<file path="src/hdl/tsri_pkg.sv">
// ----------------------------------------------------------------------------
// tsri_pkg
// Shared widths, codes and types of the timestamp ring interval search.
// ----------------------------------------------------------------------------
package tsri_pkg;

  localparam int TIME_W = 64;
  localparam int KIND_W = 2;
  localparam int OFS_W  = 10;
  localparam int CNT_W  = 11;
  localparam int MODE_W = 1;

  typedef enum logic [MODE_W-1:0] {
    MODE_APPEND = 1'b0,
    MODE_QUERY  = 1'b1
  } tsri_mode_t;

  typedef enum logic [2:0] {
    S_IDLE,
    S_CHK,
    S_SRCH,
    S_FIX,
    S_ADJ,
    S_DONE
  } tsri_state_t;

  // token flags handed from cell to cell
  typedef struct packed {
    logic valid;
    logic pend_a;
    logic pend_b;
  } tsri_flags_t;

endpackage

</file>
<file path="src/hdl/tsri_cell.sv">
// ----------------------------------------------------------------------------
// tsri_cell
// One bisection step for both boundary searches; takes the probe word of
// the previous cell, narrows the bounds and issues the next probe.
// ----------------------------------------------------------------------------
module tsri_cell #(
  parameter int CW = 11
) (
  input  logic                          clk,
  input  logic                          rst_n,
  input  tsri_pkg::tsri_flags_t         flg_i,
  input  logic [CW-1:0]                 lo_a_i,
  input  logic [CW-1:0]                 hi_a_i,
  input  logic [CW-1:0]                 mid_a_i,
  input  logic [CW-1:0]                 lo_b_i,
  input  logic [CW-1:0]                 hi_b_i,
  input  logic [CW-1:0]                 mid_b_i,
  input  logic [tsri_pkg::TIME_W-1:0]   key_a,
  input  logic [tsri_pkg::TIME_W-1:0]   key_b,
  input  logic [tsri_pkg::TIME_W-1:0]   rd_a,
  input  logic [tsri_pkg::TIME_W-1:0]   rd_b,
  output tsri_pkg::tsri_flags_t         flg_o,
  output logic [CW-1:0]                 lo_a_o,
  output logic [CW-1:0]                 hi_a_o,
  output logic [CW-1:0]                 mid_a_o,
  output logic [CW-1:0]                 lo_b_o,
  output logic [CW-1:0]                 hi_b_o,
  output logic [CW-1:0]                 mid_b_o
);

  tsri_pkg::tsri_flags_t flg_r;
  logic [CW-1:0] lo_a_r, hi_a_r, mid_a_r;
  logic [CW-1:0] lo_b_r, hi_b_r, mid_b_r;

  always_ff @(posedge clk) begin
    if (!rst_n) begin
      flg_r <= '0;
    end else begin
      flg_r <= flg_i;
    end
  end

  always_ff @(posedge clk) begin
    lo_a_r  <= lo_a_i;
    hi_a_r  <= hi_a_i;
    mid_a_r <= mid_a_i;
    lo_b_r  <= lo_b_i;
    hi_b_r  <= hi_b_i;
    mid_b_r <= mid_b_i;
  end

  // first entry at or above key_a
  always_comb begin
    lo_a_o = lo_a_r;
    hi_a_o = hi_a_r;
    if (flg_r.pend_a) begin
      if (rd_a >= key_a) begin
        hi_a_o = mid_a_r;
      end else begin
        lo_a_o = mid_a_r + CW'(1);
      end
    end
    mid_a_o = lo_a_o + ((hi_a_o - lo_a_o) >> 1);
  end

  // first entry above key_b
  always_comb begin
    lo_b_o = lo_b_r;
    hi_b_o = hi_b_r;
    if (flg_r.pend_b) begin
      if (rd_b > key_b) begin
        hi_b_o = mid_b_r;
      end else begin
        lo_b_o = mid_b_r + CW'(1);
      end
    end
    mid_b_o = lo_b_o + ((hi_b_o - lo_b_o) >> 1);
  end

  always_comb begin
    flg_o.valid  = flg_r.valid;
    flg_o.pend_a = flg_r.valid && (lo_a_o < hi_a_o);
    flg_o.pend_b = flg_r.valid && (lo_b_o < hi_b_o);
  end

endmodule

</file>
<file path="config.mk">
export PLATFORM = sky130hd
export DESIGN_NAME = tsri_cell
export DESIGN_NICKNAME = d
export VERILOG_FILES = /design/src/hdl/tsri_pkg.sv /design/src/hdl/tsri_cell.sv
export SDC_FILE = /design/constraint.sdc
export NUM_CORES = 1
export LEC_CHECK = 0
export ABC_AREA = 1
export BUFFER_PORTS_ARGS = -buffer_cell sky130_fd_sc_hd__buf_2
export CORE_AREA = 2 2 152 154
export CTS_BUF_LIST = sky130_fd_sc_hd__clkbuf_8
export DETAILED_ROUTE_END_ITERATION = 10
export DIE_AREA = 0 0 154 156
export PLACE_DENSITY = 0.63
export SYNTH_ARGS = -nofsm -noshare
export SYNTH_HDL_FRONTEND = slang
export SYNTH_SLANG_ARGS = --single-unit
export TNS_END_PERCENT = 50
</file>
<file path="constraint.sdc">
create_clock -name clk -period 4.75 [get_ports clk]
set_input_delay 0.2375 -clock clk [delete_from_list [all_inputs] [get_ports clk]]
set_output_delay 0.2375 -clock clk [all_outputs]
set_load 0.02 [all_outputs]
</file>
==> results of run 1 <==
==> sequential cells by signal (all words and copies together), names as in the netlist <==
name	flops
hi_a_r	11
flg_r	2
flg_o	1
mid_b_r	11
lo_b_r	11
lo_a_r	11
mid_a_r	11
hi_b_r	11
==> through the flow <==
step / total power (W) / worst slack (ns) / std cells
final: 0.003012 / 0.2140 / 1918
after global routing: 0.003279 / -0.05482 / 1918
after CTS: 0.002893 / 0.05180 / 1903
after detailed placement: 0.002427 / 0.05027 / 1823
after global placement: 0.002409 / 0.09589 / 1823
after floorplan: 0.001817 / 0.02050 / 1114
==> final cells by class <==
cell class	instances	share of cell area, %
clock inverter	6	0.2770
clock buffer	10	1.172
tap	285	3.036
inverter	246	7.916
timing repair buffer	502	25.22
sequential	69	11.77
antenna	5	0.1065
multi-input combinational	795	50.50
==> per-layer routing <==
layer	GRT usage, %	routed length, um	share of wire [%]
met1	24.14	10700	41
met2	40.00	13300	51
met3	3.333	1428	5.5
met4	5.919	559	2.2
met5	0	0	0
==> worst min-delay path by stage <==
stage,start,endpoint,slack [ns],cells after the start
detailed placement,hi_a_i[3],hi_a_r[3],0.34,1
global placement,hi_a_i[5],hi_a_r[5],0.34,1
global route,lo_b_i[1],lo_b_r[1],0.01,1
CTS,lo_b_i[1],lo_b_r[1],0.02,1
finish,lo_b_i[1],lo_b_r[1],0.03,1
floorplan,hi_a_i[0],hi_a_r[0],0.27,0
==> cells by family after synthesis <==
kind of cell / after synthesis / share of synthesized area [%]
adders and majority gates: 172 / 27.66
AOI/OAI and AO/OA: 168 / 12.07
DFF: 69 / 17.51
and+or+nand+nor: 414 / 26.20
buffers and inverters: 251 / 12.02
xor gates and xnor gates: 37 / 4.108
muxes: 3 / 0.4282
==> synth_stat cells (3+ instances only) <==
cell type	instances
sky130_fd_sc_hd__nand4_1	18
sky130_fd_sc_hd__or2_2	11
sky130_fd_sc_hd__a211oi_1	4
sky130_fd_sc_hd__o211ai_1	3
sky130_fd_sc_hd__ha_1	168
sky130_fd_sc_hd__xnor2_1	8
sky130_fd_sc_hd__nor2_4	3
sky130_fd_sc_hd__dfxtp_1	69
sky130_fd_sc_hd__mux2_2	3
sky130_fd_sc_hd__nand2_4	14
sky130_fd_sc_hd__inv_1	240
sky130_fd_sc_hd__nor3_2	3
sky130_fd_sc_hd__nor3_1	6
sky130_fd_sc_hd__fa_1	4
sky130_fd_sc_hd__nand2_2	23
sky130_fd_sc_hd__o21ai_0	50
sky130_fd_sc_hd__a21o_1	3
sky130_fd_sc_hd__o21ai_1	7
sky130_fd_sc_hd__nand3_1	37
sky130_fd_sc_hd__a21oi_1	81
sky130_fd_sc_hd__nor2_1	48
sky130_fd_sc_hd__clkbuf_1	4
sky130_fd_sc_hd__o21a_1	5
sky130_fd_sc_hd__a21oi_2	3
sky130_fd_sc_hd__nand2_1	227
sky130_fd_sc_hd__nor2_2	4
sky130_fd_sc_hd__inv_2	5
sky130_fd_sc_hd__xor2_1	29
sky130_fd_sc_hd__nand3_2	10
==> report_power, final <==
group | internal, W | switching, W
combinational | 0.000834 | 0.00113
sequential | 0.000610 | 0.0000188
clock | 0.000198 | 0.000220
total | 0.00164 | 0.00137
==> timing repair <==
item,CTS,global route
hold endpoints to repair,64,0
setup endpoints to repair,0,9
gates resized for setup,0,115
buffers inserted,0,9
hold buffers,64,0
==> layout by cell type (no fill, tap or decap), types with 3 or more instances in the layout <==
cell,netlist,layout
sky130_fd_sc_hd__nor2_1,48,45
sky130_fd_sc_hd__nand4_1,18,18
sky130_fd_sc_hd__nor3_1,6,4
sky130_fd_sc_hd__inv_1,240,234
sky130_fd_sc_hd__nand3_1,37,36
sky130_fd_sc_hd__mux2_2,3,3
sky130_fd_sc_hd__o21ai_0,50,25
sky130_fd_sc_hd__nor2_2,4,6
sky130_fd_sc_hd__nand3_2,10,9
sky130_fd_sc_hd__clkbuf_8,0,10
sky130_fd_sc_hd__nor3_2,3,5
sky130_fd_sc_hd__nand2_1,227,219
sky130_fd_sc_hd__buf_2,0,391
sky130_fd_sc_hd__ha_4,0,7
sky130_fd_sc_hd__ha_2,0,5
sky130_fd_sc_hd__nand2_2,23,28
sky130_fd_sc_hd__nor2_4,3,4
sky130_fd_sc_hd__buf_6,0,3
sky130_fd_sc_hd__a21o_1,3,3
sky130_fd_sc_hd__diode_2,0,5
sky130_fd_sc_hd__o21a_1,5,5
sky130_fd_sc_hd__o211ai_1,3,3
sky130_fd_sc_hd__o21ai_1,7,18
sky130_fd_sc_hd__dlygate4sd3_1,0,64
sky130_fd_sc_hd__a21oi_1,81,68
sky130_fd_sc_hd__dfxtp_1,69,68
sky130_fd_sc_hd__ha_1,168,156
sky130_fd_sc_hd__a21oi_2,3,15
sky130_fd_sc_hd__nand2_4,14,16
sky130_fd_sc_hd__buf_4,1,44
sky130_fd_sc_hd__or2_2,11,9
sky130_fd_sc_hd__inv_2,5,13
sky130_fd_sc_hd__xnor2_1,8,8
sky130_fd_sc_hd__o21ai_2,1,15
sky130_fd_sc_hd__xor2_1,29,29
==> load_flow_metrics.sql, run 1 <==
INSERT INTO impl_metrics (metric_group, metric, value, unit) VALUES
('synth', 'syn_nets', '1613', ''),
('setup_path', 'path_depth', '29', ''),
('final_layout', 'fillerInstances', '2212', ''),
('setup_path', 'worst-setup-path-type', 'input pin to output pin', ''),
('power_and_ir_drop', 'powerDensity', '256.5', 'nW/um2'),
('clock_network', 'ctsRootBufferMaster', 'sky130_fd_sc_hd__clkbuf_8', ''),
('floorplanning', 'die_width', '154', 'um'),
('synth', 'synthesis.instances', '1114', ''),
('synth', 'netlist.area_leader.share', '26.65', '%'),
('routing', 'dr.pass1.iters', '6', ''),
('synth', 'post_synth_instance_area', '7889', 'um2'),
('floorplanning', 'boundaryPins', '396', ''),
('synth', 'synth.yosys.warnings', '0', ''),
('routing', 'wire_per_inst', '13.55', 'um'),
('setup_path', 'cp_top_family', 'simple AND/OR/NAND/NOR gates', ''),
('final_layout', 'area_delta_synth_final', '48.87', '%'),
('routing', 'detail_route.wirelength', '25.98', 'mm'),
('global_routing', 'antenna_found_initial', '5', ''),
('routing', 'iteration_0_drc_markers', '297', ''),
('outcome', 'result_of_the_run', 'completed', ''),
('setup_path', 'critical_path_start_type', 'input pin', ''),
('synth', 'number_of_distinct_library_cells_after_synthesis', '47', ''),
('placed_design', 'detailed_place_hpwl', '22.32', 'mm'),
('placed_design', 'globalplace.congestion', '0.9673', ''),
('placed_design', 'place_area', '10460', 'um2'),
('synth', 'ys_ff_latch', '69', ''),
('clock_network', 'tritoncts.num_buffers', '9', ''),
('global_routing', 'number_of_global_route_vias_before_repair', '8751', ''),
('global_routing', 'grt.total_usage', '20.99', '%'),
('clock_network', 'clockBufferDepth', '2', ''),
('final_layout', 'final_cell_area', '11740', 'um2'),
('setup_path', 'critPathCapture', 'mid_a_o[10]', ''),
('routing', 'drcViolationCount', '0', ''),
('synth', 'share_of_synthesized_area_occupied_by_flip_flops_and_latches', '17.51', '%'),
('sta', 'tightestPinTransition', '0.5664', 'ns'),
('setup_path', 'worst_path_most_repeated_cell', 'sky130_fd_sc_hd__nand2_1', ''),
('final_layout', 'seq_area', '1383', 'um2'),
('sta', 'timing.slew.headroom', '61.84', '%'),
('placed_design', 'place.port_buffers', '395', ''),
('setup_path', 'crit_path_max_incr_delay', '0.36', 'ns'),
('sta', 'rsz0062_at_grt', 'yes', ''),
('synth', 'synth.top_cells.by_area', 'sky130_fd_sc_hd__ha_1 27%, sky130_fd_sc_hd__dfxtp_1 18%, sky130_fd_sc_hd__inv_1 11%', ''),
('sta', 'finalCriticalPeriod', '4.536', 'ns'),
('setup_path', 'critical_path.max_fanout', '8', ''),
('setup_path', 'cpMaxStageDelayCell', 'sky130_fd_sc_hd__mux2_2', ''),
('synth', 'synth_area_per_cell', '7.082', 'um2'),
('routing', 'routed-via-count', '8710', ''),
('power_and_ir_drop', 'power.leakage', '6.899', 'nW'),
('setup_path', 'end_kind', 'output pin', ''),
('sta', 'fmax', '0.2205', 'GHz'),
('synth', 'cell_accounting_for_the_most_synthesized_area', 'sky130_fd_sc_hd__ha_1', ''),
('sta', 'max_slew_violations', '0', ''),
('sta', 'layout_worst_path_cycle_share', '95.49', '%'),
('clock_network', 'tritoncts_clock_tree', 'built', ''),
('sta', 'timing.setup.tns', '0', 'ns'),
('clock_network', 'cts.sink_count', '69', ''),
('setup_path', 'startpoint', 'key_a[35]', ''),
('synth', 'asyncSetResetFlopFracSynth', '0', '%'),
('final_layout', 'multi_input_area', '5931', 'um2'),
('synth', 'postSynth.topFlopCell', 'sky130_fd_sc_hd__dfxtp_1', ''),
('final_layout', 'post_route_cells_drive_above_1_share', '37.65', '%'),
('sta', 'fin_hold_ws', '0.03388', 'ns'),
('routing', 'viasPerCell', '4.541', ''),
('floorplanning', 'initial_core_util', '35.27', '%'),
('power_and_ir_drop', 'max-vdd-ir-drop', '215.7', 'uV'),
('setup_path', 'cp.buffers_inverters', '6', ''),
('floorplanning', 'row_count', '55', ''),
('global_routing', 'gr_ovfl_total', '0', ''),
('floorplanning', 'die_height', '156', 'um'),
('clock_network', 'clk_transition_reported_paths', '0.07', 'ns'),
('setup_path', 'worst-endpoint-required', '4.51', 'ns');
Note: power is estimated with default switching activity, not from simulation.
==> inputs of run 2 (changes only) <==
MAX_ROUTING_LAYER = met4   (was unset)
clock period = 4.44 ns   (was 4.75 ns; I/O delays follow)
==> load_flow_metrics.sql, run 2 (synthesis results as in run 1) <==
INSERT INTO impl_metrics (metric_group, metric, value, unit) VALUES
('floorplanning', 'die_width', '154', 'um'),
('routing', 'routed-via-count', '9324', ''),
('setup_path', 'critical_path_arrival', '4.30', 'ns'),
('routing', 'iteration_0_drc_markers', '312', ''),
('floorplanning', 'fp.coreArea', '22370', 'um2'),
('placed_design', 'place.port_buffers', '395', ''),
('routing', 'dr.pass1.iters', '4', ''),
('outcome', 'failed_checks', 'setup timing', ''),
('routing', 'ant_nets', '0', ''),
('global_routing', 'grt_pass1_wl', '42.65', 'mm'),
('sta', 'timing.slew.headroom', '71.00', '%'),
('final_layout', 'area_delta_synth_final', '68.60', '%'),
('setup_path', 'crit_path_max_incr_delay', '0.35', 'ns'),
('floorplanning', 'die_height', '156', 'um'),
('floorplanning', 'boundaryPins', '396', ''),
('final_layout', 'instances_no_fill', '2026', ''),
('routing', 'drcViolationCount', '0', ''),
('clock_network', 'number_of_h_tree_levels', '3', ''),
('setup_path', 'cpMaxStageDelayCell', 'sky130_fd_sc_hd__ha_1', ''),
('global_routing', 'antenna_found_initial', '5', ''),
('setup_path', 'worst-setup-path-type', 'input pin to output pin', ''),
('final_layout', 'mostFrequentLayoutCell', 'sky130_fd_sc_hd__buf_2', ''),
('floorplanning', 'fp.dieArea', '24020', 'um2'),
('sta', 'finalCriticalPeriod', '4.520', 'ns'),
('global_routing', 'gr_ovfl_total', '0', ''),
('sta', 'setup_viol_count_final', '3', ''),
('setup_path', 'end_kind', 'output pin', ''),
('global_routing', 'grt.total_usage', '22.55', '%'),
('routing', 'wire_per_inst', '14.08', 'um'),
('setup_path', 'critical_path.max_fanout', '8', ''),
('floorplanning', 'row_count', '55', ''),
('sta', 'layout_worst_path_cycle_share', '101.8', '%'),
('sta', 'hold_viol', '0', ''),
('clock_network', 'cts.sink_count', '69', ''),
('clock_network', 'ctsRootBufferMaster', 'sky130_fd_sc_hd__clkbuf_8', ''),
('outcome', 'result_of_the_run', 'finished with violations', ''),
('floorplanning', 'initial_core_util', '35.27', '%'),
('power_and_ir_drop', 'power.leakage', '7.539', 'nW'),
('clock_network', 'clk_transition_reported_paths', '0.07', 'ns'),
('global_routing', 'grt_max_degree', '12', ''),
('sta', 'timing.setup.tns', '-0.1247', 'ns'),
('final_layout', 'fillerInstances', '1966', ''),
('worst_hold_path', 'worstHoldPathType', 'input pin to flop', ''),
('sta', 'max_slew_violations', '0', ''),
('flow_run', 'drv.max_cap_violation_count', '0', ''),
('global_routing', 'number_of_global_route_vias_before_repair', '9308', ''),
('sta', 'setup_slack', '-0.07994', 'ns'),
('placed_design', 'place.detailed.instances', '1908', ''),
('sta', 'tightestPinTransition', '0.4317', 'ns'),
('sta', 'fmax', '0.2212', 'GHz'),
('routing', 'detail_route.wirelength', '28.52', 'mm'),
('placed_design', 'dp_worst_setup_slack', '-0.1757', 'ns'),
('setup_path', 'critical_path_start_type', 'input pin', ''),
('routing', 'viasPerCell', '4.602', ''),
('sta', 'fin_hold_ws', '0.03061', 'ns'),
('placed_design', 'detailed_place_hpwl', '22.69', 'mm'),
('sta', 'rsz0062_at_grt', 'yes', ''),
('final_layout', 'fin_nets', '2229', ''),
('setup_path', 'worst-endpoint-required', '4.22', 'ns'),
('clock_network', 'tritoncts_clock_tree', 'built', ''),
('power_and_ir_drop', 'max-vdd-ir-drop', '278.4', 'uV'),
('placed_design', 'globalplace.congestion', '0.9549', ''),
('clock_network', 'clockBufferDepth', '2', ''),
('final_layout', 'layout_common_cells', '381 x sky130_fd_sc_hd__buf_2, 223 x sky130_fd_sc_hd__inv_1, 202 x sky130_fd_sc_hd__nand2_1', ''),
('final_layout', 'post_route_cells_drive_above_1_share', '46.69', '%'),
('final_layout', 'seq_area', '1383', 'um2'),
('final_layout', 'multi_input_area', '6550', 'um2'),
('clock_network', 'tritoncts.num_buffers', '9', ''),
('power_and_ir_drop', 'powerDensity', '281.2', 'nW/um2');
-- run 2: cell types whose count changed in the layout (fill, tap and decap cells not counted), moves of 8 or more --
cell                      before  now
sky130_fd_sc_hd__buf_2       391  381
sky130_fd_sc_hd__nand2_1     219  202
sky130_fd_sc_hd__inv_2        13   21
sky130_fd_sc_hd__nand2_2      28   44
sky130_fd_sc_hd__a21oi_2      15   23
sky130_fd_sc_hd__ha_1        156  134
sky130_fd_sc_hd__ha_4          7   33
sky130_fd_sc_hd__buf_6         3   17
sky130_fd_sc_hd__buf_4        44  145
sky130_fd_sc_hd__a21oi_1      68   59
sky130_fd_sc_hd__o21ai_2      15   23
sky130_fd_sc_hd__inv_1       234  223
sky130_fd_sc_hd__o21ai_0      25   14
-- run 2: repair_timing --
| item | 4_1_cts | 5_1_grt |
|---|---|---|
| gates cloned | 1 | 0 |
| endpoints found under the hold margin | 64 | 0 |
| pin swaps | 51 | 91 |
| endpoints found under the setup margin | 6 | 16 |
| buffers inserted | 20 | 13 |
| hold buffers | 64 | 0 |
| resized for setup | 81 | 173 |
-- run 2: area by class of cell --
| type | count | share of cell area (%) |
|---|---|---|
| diodes | 6 | 0.1129 |
| clock buffers | 10 | 1.035 |
| clock inverters | 6 | 0.4139 |
| inverters | 246 | 7.037 |
| multi-input cells | 794 | 49.25 |
| flip-flops and latches | 69 | 10.40 |
| well taps | 285 | 2.681 |
| repair buffers | 610 | 29.08 |
-- run 2: path summary, 6_finish.rpt --
| path | start | endpoint | slack [ns] | cells past startpoint |
|---|---|---|---|---|
| worst max-delay path | key_a[59] | mid_a_o[10] | -0.08 | 31 |
| worst min-delay path | hi_b_i[0] | hi_b_r[0] | 0.03 | 1 |
-- run 2: through the flow --
| stage | power, W | utilization [%] | cell area (um2) |
|---|---|---|---|
| 2_1_floorplan | 0.001945 | - | 7893 |
| 4_1_cts | 0.003466 | 55.53 | 12420 |
| 6_report | 0.003740 | 59.47 | 13300 |
| 3_3_place_gp | 0.002768 | 49.67 | 11110 |
| 5_1_grt | 0.004023 | 59.46 | 13300 |
| 3_5_place_dp | 0.002792 | 49.67 | 11110 |
-- run 2: layer usage --
metal  vias up  GRT usage (%)  part of all wire, %
met5         -              -                    0
met4         0          8.901                  3.6
met3        71          3.583                  5.1
met2       340          41.49                   51
met1      4092          24.27                   40
li1       4821              -                    -
-- run 2: critical path: cells and delay by family --
family / cells / cell delay (ns)
AND/OR/NAND/NOR: 14 / 1.39
adder cells (fa/ha/maj): 3 / 0.86
buffers and inverters: 8 / 0.74
AO/OA/AOI/OAI: 4 / 0.58
multiplexers: 1 / 0.33
XOR/XNOR: 1 / 0.14
-- run 2: report_power, final --
part           switching, W  internal, W
sequential        0.0000212     0.000653
combinational       0.00137      0.00119
clock              0.000232     0.000269
